===== src/rtl/cpg_pkg.sv =====
`timescale 1ns / 1ps

package cpg_pkg;

    // operation codes of an input item
    localparam logic OP_START = 1'b0;
    localparam logic OP_STEP  = 1'b1;

    localparam int COORD_W = 8;
    localparam int DEC_W   = 12;

    // step queue between front and back
    localparam int Q_DEPTH = 4;
    localparam int Q_PTR_W = $clog2(Q_DEPTH);
    localparam int Q_CNT_W = $clog2(Q_DEPTH + 1);

    localparam int PT_IDX_W = 3;
    localparam logic [PT_IDX_W-1:0] PT_LAST = 3'd7;

    // one step of the walk: the eight points derive from this
    typedef struct packed {
        logic [COORD_W-1:0] cx;
        logic [COORD_W-1:0] cy;
        logic [COORD_W-1:0] a;
        logic [COORD_W-1:0] b;
        logic               done;
    } t_step_rec;

    typedef struct packed {
        logic full;
        logic empty;
    } t_q_status;

endpackage


===== src/rtl/circle_point_generator.sv =====
`timescale 1ns / 1ps
// Channel  Direction  Handshake                  Payload
// in       sink       i_in_valid / o_in_stall    i_operation, i_center_x, i_center_y, i_radius
// out      source     o_out_valid / i_out_stall  o_point_x, o_point_y, o_on_screen,
//                                                o_last_of_step, o_circle_done
//
// A start item is taken and gives no point. A step item is taken and, while a circle is
// running, queued; the point stage then gives its eight points at one point per cycle
// while the output is not stalled, through the single output register.
// The step queue holds four steps; the input stalls only while it is full.
// Reset is synchronous and active low; it clears the walk, the queue and the output valid.
// An output stall holds the current point and, once the queue fills, the input.

module circle_point_generator #(
    parameter int SCREEN_WIDTH  = 128,
    parameter int SCREEN_HEIGHT = 64
) (
    input  logic                        i_clk,
    input  logic                        i_rst_n,
    input  logic                        i_in_valid,
    output logic                        o_in_stall,
    input  logic                        i_operation,
    input  logic [cpg_pkg::COORD_W-1:0] i_center_x,
    input  logic [cpg_pkg::COORD_W-1:0] i_center_y,
    input  logic [cpg_pkg::COORD_W-1:0] i_radius,
    output logic                        o_out_valid,
    input  logic                        i_out_stall,
    output logic [cpg_pkg::COORD_W-1:0] o_point_x,
    output logic [cpg_pkg::COORD_W-1:0] o_point_y,
    output logic                        o_on_screen,
    output logic                        o_last_of_step,
    output logic                        o_circle_done
);

    logic               push;
    logic               pop;
    cpg_pkg::t_step_rec push_rec;
    cpg_pkg::t_step_rec head;
    cpg_pkg::t_q_status q_status;

    cpg_front u_front (
        .i_clk      (i_clk),
        .i_rst_n    (i_rst_n),
        .i_in_valid (i_in_valid),
        .o_in_stall (o_in_stall),
        .i_operation(i_operation),
        .i_center_x (i_center_x),
        .i_center_y (i_center_y),
        .i_radius   (i_radius),
        .i_q_status (q_status),
        .o_push     (push),
        .o_push_rec (push_rec)
    );

    cpg_queue u_queue (
        .i_clk     (i_clk),
        .i_rst_n   (i_rst_n),
        .i_push    (push),
        .i_push_rec(push_rec),
        .i_pop     (pop),
        .o_head    (head),
        .o_status  (q_status)
    );

    cpg_back #(
        .SCREEN_WIDTH (SCREEN_WIDTH),
        .SCREEN_HEIGHT(SCREEN_HEIGHT)
    ) u_back (
        .i_clk         (i_clk),
        .i_rst_n       (i_rst_n),
        .i_head        (head),
        .i_q_status    (q_status),
        .o_pop         (pop),
        .o_out_valid   (o_out_valid),
        .i_out_stall   (i_out_stall),
        .o_point_x     (o_point_x),
        .o_point_y     (o_point_y),
        .o_on_screen   (o_on_screen),
        .o_last_of_step(o_last_of_step),
        .o_circle_done (o_circle_done)
    );

endmodule


===== src/rtl/cpg_front.sv =====
`timescale 1ns / 1ps

module cpg_front (
    input  logic                        i_clk,
    input  logic                        i_rst_n,
    input  logic                        i_in_valid,
    output logic                        o_in_stall,
    input  logic                        i_operation,
    input  logic [cpg_pkg::COORD_W-1:0] i_center_x,
    input  logic [cpg_pkg::COORD_W-1:0] i_center_y,
    input  logic [cpg_pkg::COORD_W-1:0] i_radius,
    input  cpg_pkg::t_q_status          i_q_status,
    output logic                        o_push,
    output cpg_pkg::t_step_rec          o_push_rec
);

    logic [cpg_pkg::COORD_W-1:0] r_cx, n_cx;
    logic [cpg_pkg::COORD_W-1:0] r_cy, n_cy;
    logic [cpg_pkg::COORD_W-1:0] r_a, n_a;
    logic [cpg_pkg::COORD_W-1:0] r_b, n_b;
    logic [cpg_pkg::DEC_W-1:0]   r_dec, n_dec;
    logic                        r_busy, n_busy;

    logic                        accept;
    logic [cpg_pkg::COORD_W:0]   na;
    logic [cpg_pkg::COORD_W:0]   na_plus1;
    logic [cpg_pkg::COORD_W:0]   b_ext;
    logic                        dec_neg;
    logic                        step_done;
    logic [cpg_pkg::DEC_W-1:0]   dec_inc_neg;
    logic [cpg_pkg::DEC_W-1:0]   dec_inc_pos;
    logic [cpg_pkg::DEC_W-1:0]   ab_diff;

    assign o_in_stall = i_q_status.full;
    assign accept     = i_in_valid && !o_in_stall;

    assign na       = {1'b0, r_a} + 9'd1;
    assign na_plus1 = {1'b0, r_a} + 9'd2;
    assign b_ext    = {1'b0, r_b};
    assign dec_neg  = r_dec[cpg_pkg::DEC_W-1];

    // end test on full values: b may step below zero
    assign step_done = dec_neg ? (na > b_ext) : (na_plus1 > b_ext);

    assign ab_diff     = {3'b000, na} - {4'b0000, r_b};
    assign dec_inc_neg = {1'b0, na, 2'b00} + 12'd6;
    assign dec_inc_pos = {ab_diff[cpg_pkg::DEC_W-3:0], 2'b00} + 12'd10;

    assign o_push          = accept && (i_operation == cpg_pkg::OP_STEP) && r_busy;
    assign o_push_rec.cx   = r_cx;
    assign o_push_rec.cy   = r_cy;
    assign o_push_rec.a    = r_a;
    assign o_push_rec.b    = r_b;
    assign o_push_rec.done = step_done;

    always_comb begin
        n_cx   = r_cx;
        n_cy   = r_cy;
        n_a    = r_a;
        n_b    = r_b;
        n_dec  = r_dec;
        n_busy = r_busy;
        if (accept && (i_operation == cpg_pkg::OP_START)) begin
            n_cx   = i_center_x;
            n_cy   = i_center_y;
            n_a    = '0;
            n_b    = i_radius;
            n_dec  = 12'd3 - {3'b000, i_radius, 1'b0};
            n_busy = 1'b1;
        end else if (o_push) begin
            n_a    = na[cpg_pkg::COORD_W-1:0];
            n_b    = dec_neg ? r_b : (r_b - 8'd1);
            n_dec  = r_dec + (dec_neg ? dec_inc_neg : dec_inc_pos);
            n_busy = !step_done;
        end
    end

    always_ff @(posedge i_clk) begin
        if (!i_rst_n) begin
            r_cx   <= '0;
            r_cy   <= '0;
            r_a    <= '0;
            r_b    <= '0;
            r_dec  <= '0;
            r_busy <= 1'b0;
        end else begin
            r_cx   <= n_cx;
            r_cy   <= n_cy;
            r_a    <= n_a;
            r_b    <= n_b;
            r_dec  <= n_dec;
            r_busy <= n_busy;
        end
    end

endmodule


===== src/rtl/cpg_queue.sv =====
`timescale 1ns / 1ps

module cpg_queue (
    input  logic               i_clk,
    input  logic               i_rst_n,
    input  logic               i_push,
    input  cpg_pkg::t_step_rec i_push_rec,
    input  logic               i_pop,
    output cpg_pkg::t_step_rec o_head,
    output cpg_pkg::t_q_status o_status
);

    cpg_pkg::t_step_rec r_mem [cpg_pkg::Q_DEPTH];

    logic [cpg_pkg::Q_PTR_W-1:0] r_wr, n_wr;
    logic [cpg_pkg::Q_PTR_W-1:0] r_rd, n_rd;
    logic [cpg_pkg::Q_CNT_W-1:0] r_count, n_count;

    assign o_status.full  = (r_count == cpg_pkg::Q_CNT_W'(cpg_pkg::Q_DEPTH));
    assign o_status.empty = (r_count == '0);
    assign o_head         = r_mem[r_rd];

    always_comb begin
        n_wr    = i_push ? r_wr + 1'b1 : r_wr;
        n_rd    = i_pop ? r_rd + 1'b1 : r_rd;
        n_count = r_count;
        if (i_push && !i_pop) begin
            n_count = r_count + 1'b1;
        end else if (!i_push && i_pop) begin
            n_count = r_count - 1'b1;
        end
    end

    always_ff @(posedge i_clk) begin
        if (i_push) begin
            r_mem[r_wr] <= i_push_rec;
        end
    end

    always_ff @(posedge i_clk) begin
        if (!i_rst_n) begin
            r_wr    <= '0;
            r_rd    <= '0;
            r_count <= '0;
        end else begin
            r_wr    <= n_wr;
            r_rd    <= n_rd;
            r_count <= n_count;
        end
    end

`ifndef SYNTH
    a_no_push_full: assert property (@(posedge i_clk) disable iff (!i_rst_n)
        i_push |-> !o_status.full)
        else $error("step queue written while full");

    a_no_pop_empty: assert property (@(posedge i_clk) disable iff (!i_rst_n)
        i_pop |-> !o_status.empty)
        else $error("step queue read while empty");

    a_count_bound: assert property (@(posedge i_clk) disable iff (!i_rst_n)
        r_count <= cpg_pkg::Q_CNT_W'(cpg_pkg::Q_DEPTH))
        else $error("step queue count beyond depth");
`endif

endmodule


===== src/rtl/cpg_back.sv =====
`timescale 1ns / 1ps

module cpg_back #(
    parameter int SCREEN_WIDTH  = 128,
    parameter int SCREEN_HEIGHT = 64
) (
    input  logic                        i_clk,
    input  logic                        i_rst_n,
    input  cpg_pkg::t_step_rec          i_head,
    input  cpg_pkg::t_q_status          i_q_status,
    output logic                        o_pop,
    output logic                        o_out_valid,
    input  logic                        i_out_stall,
    output logic [cpg_pkg::COORD_W-1:0] o_point_x,
    output logic [cpg_pkg::COORD_W-1:0] o_point_y,
    output logic                        o_on_screen,
    output logic                        o_last_of_step,
    output logic                        o_circle_done
);

    logic [cpg_pkg::PT_IDX_W-1:0] r_idx, n_idx;
    logic                         r_valid, n_valid;
    logic [cpg_pkg::COORD_W-1:0]  r_x, r_y;
    logic                         r_on, r_last, r_done;

    logic                         load;
    logic                         is_last;
    logic [cpg_pkg::COORD_W-1:0]  px, py;
    logic [cpg_pkg::COORD_W-1:0]  cxpa, cxma, cxpb, cxmb;
    logic [cpg_pkg::COORD_W-1:0]  cypa, cyma, cypb, cymb;

    assign load    = !i_q_status.empty && (!r_valid || !i_out_stall);
    assign is_last = (r_idx == cpg_pkg::PT_LAST);
    assign o_pop   = load && is_last;

    assign cxpa = i_head.cx + i_head.a;
    assign cxma = i_head.cx - i_head.a;
    assign cxpb = i_head.cx + i_head.b;
    assign cxmb = i_head.cx - i_head.b;
    assign cypa = i_head.cy + i_head.a;
    assign cyma = i_head.cy - i_head.a;
    assign cypb = i_head.cy + i_head.b;
    assign cymb = i_head.cy - i_head.b;

    // octant order of one step
    always_comb begin
        case (r_idx)
            3'd0:    begin px = cxpa; py = cymb; end
            3'd1:    begin px = cxpb; py = cyma; end
            3'd2:    begin px = cxpb; py = cypa; end
            3'd3:    begin px = cxpa; py = cypb; end
            3'd4:    begin px = cxma; py = cypb; end
            3'd5:    begin px = cxmb; py = cypa; end
            3'd6:    begin px = cxma; py = cymb; end
            default: begin px = cxmb; py = cyma; end
        endcase
    end

    always_comb begin
        n_idx   = r_idx;
        n_valid = r_valid;
        if (load) begin
            n_idx   = r_idx + 1'b1;
            n_valid = 1'b1;
        end else if (!i_out_stall) begin
            n_valid = 1'b0;
        end
    end

    always_ff @(posedge i_clk) begin
        if (!i_rst_n) begin
            r_idx   <= '0;
            r_valid <= 1'b0;
        end else begin
            r_idx   <= n_idx;
            r_valid <= n_valid;
        end
    end

    always_ff @(posedge i_clk) begin
        if (load) begin
            r_x    <= px;
            r_y    <= py;
            r_on   <= ({1'b0, px} < 9'(SCREEN_WIDTH)) && ({1'b0, py} < 9'(SCREEN_HEIGHT));
            r_last <= is_last;
            r_done <= is_last && i_head.done;
        end
    end

    assign o_out_valid    = r_valid;
    assign o_point_x      = r_x;
    assign o_point_y      = r_y;
    assign o_on_screen    = r_on;
    assign o_last_of_step = r_last;
    assign o_circle_done  = r_done;

`ifndef SYNTH
    a_pop_on_last: assert property (@(posedge i_clk) disable iff (!i_rst_n)
        o_pop |=> o_out_valid && o_last_of_step)
        else $error("step retired without its eighth point");

    a_mid_step_held: assert property (@(posedge i_clk) disable iff (!i_rst_n)
        (r_idx != '0) |-> !i_q_status.empty)
        else $error("step record lost part way through its points");

    a_done_is_last: assert property (@(posedge i_clk) disable iff (!i_rst_n)
        (o_out_valid && o_circle_done) |-> o_last_of_step)
        else $error("circle end flagged away from a step end");
`endif

endmodule


===== config.mk =====
export PLATFORM = sky130hd
export DESIGN_NAME = circle_point_generator
export DESIGN_NICKNAME = d
export VERILOG_FILES = /design/src/rtl/cpg_pkg.sv /design/src/rtl/circle_point_generator.sv /design/src/rtl/cpg_front.sv /design/src/rtl/cpg_queue.sv /design/src/rtl/cpg_back.sv
export SDC_FILE = /design/constraint.sdc
export NUM_CORES = 1
export LEC_CHECK = 0
export BUFFER_PORTS_ARGS = -buffer_cell sky130_fd_sc_hd__buf_2
export CAP_MARGIN = 10
export CORE_MARGIN = 2
export CORE_UTILIZATION = 25
export DETAILED_ROUTE_END_ITERATION = 10
export PLACE_DENSITY_LB_ADDON = 0.05
export REMOVE_ABC_BUFFERS = 1
export SLEW_MARGIN = 20
export SYNTH_ARGS = -nofsm -noshare
export SYNTH_HDL_FRONTEND = slang
export SYNTH_SLANG_ARGS = --single-unit

===== constraint.sdc =====
create_clock -name i_clk -period 4.75 [get_ports i_clk]
set_clock_uncertainty 0.15 [all_clocks]
set_input_delay 0.7125 -clock i_clk [delete_from_list [all_inputs] [get_ports i_clk]]
set_output_delay 0.7125 -clock i_clk [all_outputs]
set_load 0.02 [all_outputs]

==> flow_summary.ini <==
[detailed_routing]
via_per_inst = 4.49
drt_iter0_drc = 421
wl_per_cell_um = 18.4
postRouteAntennaNets = 0
routed_wl_mm = 29.8
firstDrtPassIters = 7
vias = 7260
route.detailed.drc = 0

[timing]
fmax_ghz = 0.227
setup_violations = 0
layout_setup_ws_ns = 0.350
rsz0062_at_grt = false
finalHoldViolations = 0
worst_pin_slew_ns = 0.905
fin_crit_sh_pct = 92.6
period_needed_ns = 4.40
slew_viol_final = 0
slew_headroom_pct = 38.9

[place]
postPlaceCellArea_um2 = 12100
dp.cells = 1568
port_buffers = 49
dp_slack_ns = 0.158
place_hpwl_mm = 21.2
gp_congestion = 0.795

[yosys]
postSynthCellCount = 923
yosysTopAreaCellShare_pct = 41.8
synth_common_cells = 151 x edfxtp_1, 93 x nand2_1, 60 x nor2_1, 59 x ha_1, 57 x dfxtp_1
ys_seq_elements = 208
synth-edff-count = 151
yosys_warnings = 0
synth_flop_cell = edfxtp_1
synth.most_common_cell = edfxtp_1
avgSynthCellArea_um2 = 11.8
netlist_area_um2 = 10900
async_reset_ff_share_pct = 0
ys_seq_area_share_pct = 52.3
synth_cell_types = 62
yosys-top-cells-area = edfxtp_1 42%, dfxtp_1 11%, mux4_2 6.8%
yosysTopAreaCell = edfxtp_1

[power_and_ir_drop]
pwr-share-comb_pct = 19.2
swShare_pct = 27.9
powerDensity_nw_per_um2 = 382
p_int_mw = 3.56
power_frac_seq_pct = 41.9
switching_power_mw = 1.38
power.leakage_nw = 4.65
p_clk_share_pct = 39.0
ir_worst_vdd_mv = 0.258

[clocking]
cts-htree-levels = 1
clk_pin_slew_ns = 0.06
clock_tree.root_cell = clkbuf_16
clk_path_buf_depth = 3
clk_latency_ns = 0.55
cts_tree = yes
cts_hold_buf = 0
clock_sinks = 208
numCtsBuffers = 26
postCtsSetupBuffers = 0

[setup_path]
path_buf_inv = 1
reg2reg_slack_ns = 0.35
cp-endpoint = u_back.o_on_screen
cp-end-kind = flip-flop
worstSetupPathType = flip-flop to flip-flop
crit_chain = buf_4, mux4_2, nor3_1, xnor2_1, a22oi_1, a21oi_1, o21ai_0, ha_1, o21a_1, o21a_1, o41a_1, xor2_1, xnor2_1, nor3_1
r2r_cells = 14
worstPathArrival_ns = 4.53
worst_path_max_delay_cell = mux4_2
r2r-end = u_back.o_on_screen
crit_cells = 14
worst-path-max-fanout = 10
cpLargestDelayFamily = compound AO/OA/AOI/OAI gates
start_kind = flip-flop
slowest_delay_ns = 0.64
cp.required_ns = 4.88

[floorplanning]
chipHeight_um = 212
core_um2 = 43000
rows = 76
start_util_pct = 25.2
io-pin-count = 50
die_area_um2 = 45100
die_w_um = 212

[final_layout]
diodes = 0
final_area_um2 = 12900
fin_cells = 1616
drive_gt1_share_pct = 19.0
syn2layout_area_growth_pct = 19.2
final_util_pct = 30.1
nNetsFinal = 1104

[global_routing]
grt_pass1_vias = 7608
grt_pass1_wl_mm = 46.1
grt-ovfl-total = 0
antenna_found_initial = 0
grt_max_degree = 34
grt_usage_pct = 13.7

[hold_path]
hp-class = input port to flip-flop
hold_start = i_center_x[7]

[run]
maxCapViolations = 0

[status]
status = finished, final reports clean
registers in the layout (all words and copies together), names as in the netlist, 8 cells and up, named ones only:
register	count
u_back.o_point_x	8
u_queue.r_mem	132
u_front.r_cy	8
u_front.r_dec	11
u_back.o_point_y	8
u_front.r_b	8
u_front.r_cx	8
u_front.r_a	8
worst min path at each step:
stage                                end  slack [ns]  depth (start not counted)
floorplan           u_queue.r_mem[0][17]        0.31                          0
global placement         u_queue.r_wr[1]        0.35                          2
detailed placement    u_queue.r_count[2]        0.35                          2
CTS                      u_front.r_cx[7]        0.23                          3
global route             u_front.r_cx[5]        0.26                          3
finish                   u_front.r_cx[7]        0.26                          3
area by class of cell:
type / instances / area, µm²
Multi-Input combinational cell: 637 / 4930
Fill cell: 4504 / 30000
Inverter: 43 / 161
Clock buffer: 33 / 697
Clock inverter: 15 / 139
Tap cell: 585 / 732
Timing Repair Buffer: 95 / 591
Sequential cell: 208 / 5680
logic make-up (layout without fill, tap and decap cells):
logic type      count (synthesis)  in the layout  share of synthesized area [%]
mux                            43             43                           7.82
buf+inv                        78            186                           2.89
compound gates                187            187                           11.3
simple gates                  266            266                           11.7
fa+ha+maj                      64             64                           7.73
flops                         208            208                           52.3
xor+xnor                       77             77                           6.28
cells in the final DEF (no fill, tap or decap), types with 5 or more instances in the layout:
cell type  count
nor2b_1       15
inv_1         43
clkbuf_16     26
nor2_1        58
o21a_1         8
nand3_1       19
edfxtp_1     151
buf_2         49
ha_1          58
o21ai_0       44
and2_1        10
a21boi_0      24
nand2b_1       8
nand4_1        7
xnor2_1       45
xor2_1        28
buf_4         46
o211ai_1       5
nor3_1        20
fa_1           5
mux2i_1        6
a21oi_1       44
nand2_1       93
a21o_1        11
or3_1         10
clkbuf_1       5
a221oi_1       7
o311ai_0       5
clkinv_1       6
dfxtp_1       53
mux4_2        33
power by group through the flow:
stage | registers [mW] | clock network, mW | logic [mW]
finish | 2.07 | 1.92 | 0.947
global route | 2.08 | 2.06 | 1.07
CTS | 2.07 | 2.01 | 0.958
detailed placement | 2.11 | 0 | 0.954
global placement | 2.11 | 0 | 0.956
floorplan | 2.13 | 0 | 0.606
what timing repair did:
action,in CTS,in global routing
setup endpoints to repair,0,4
endpoints found under the hold margin,0,0
resized for setup,0,14
worst min-delay path, stage by stage:
cell and delay (ns):
buf_2 0.10, nand2_1 0.04, a21boi_0 0.06
layer usage:
layer  track usage, %  share of wire (%)  vias to the layer above
met2             23.5                 48                      106
met1             18.1                 46                     3532
li1                 -                  -                     3585
met4             3.18                2.1                        0
met3             2.04                3.1                       37
met5                0                  0                        -
stage by stage:
| step | setup TNS [ns] | hold WS [ns] | total power, mW |
|---|---|---|---|
| after floorplan | -0.381 | 0.310 | 2.74 |
| after global placement | 0 | 0.351 | 3.06 |
| after detailed placement | 0 | 0.354 | 3.06 |
| after CTS | 0 | 0.226 | 5.03 |
| after global routing | 0 | 0.261 | 5.21 |
| final | 0 | 0.260 | 4.94 |
No activity file was read; power rests on OpenSTA's default activity.
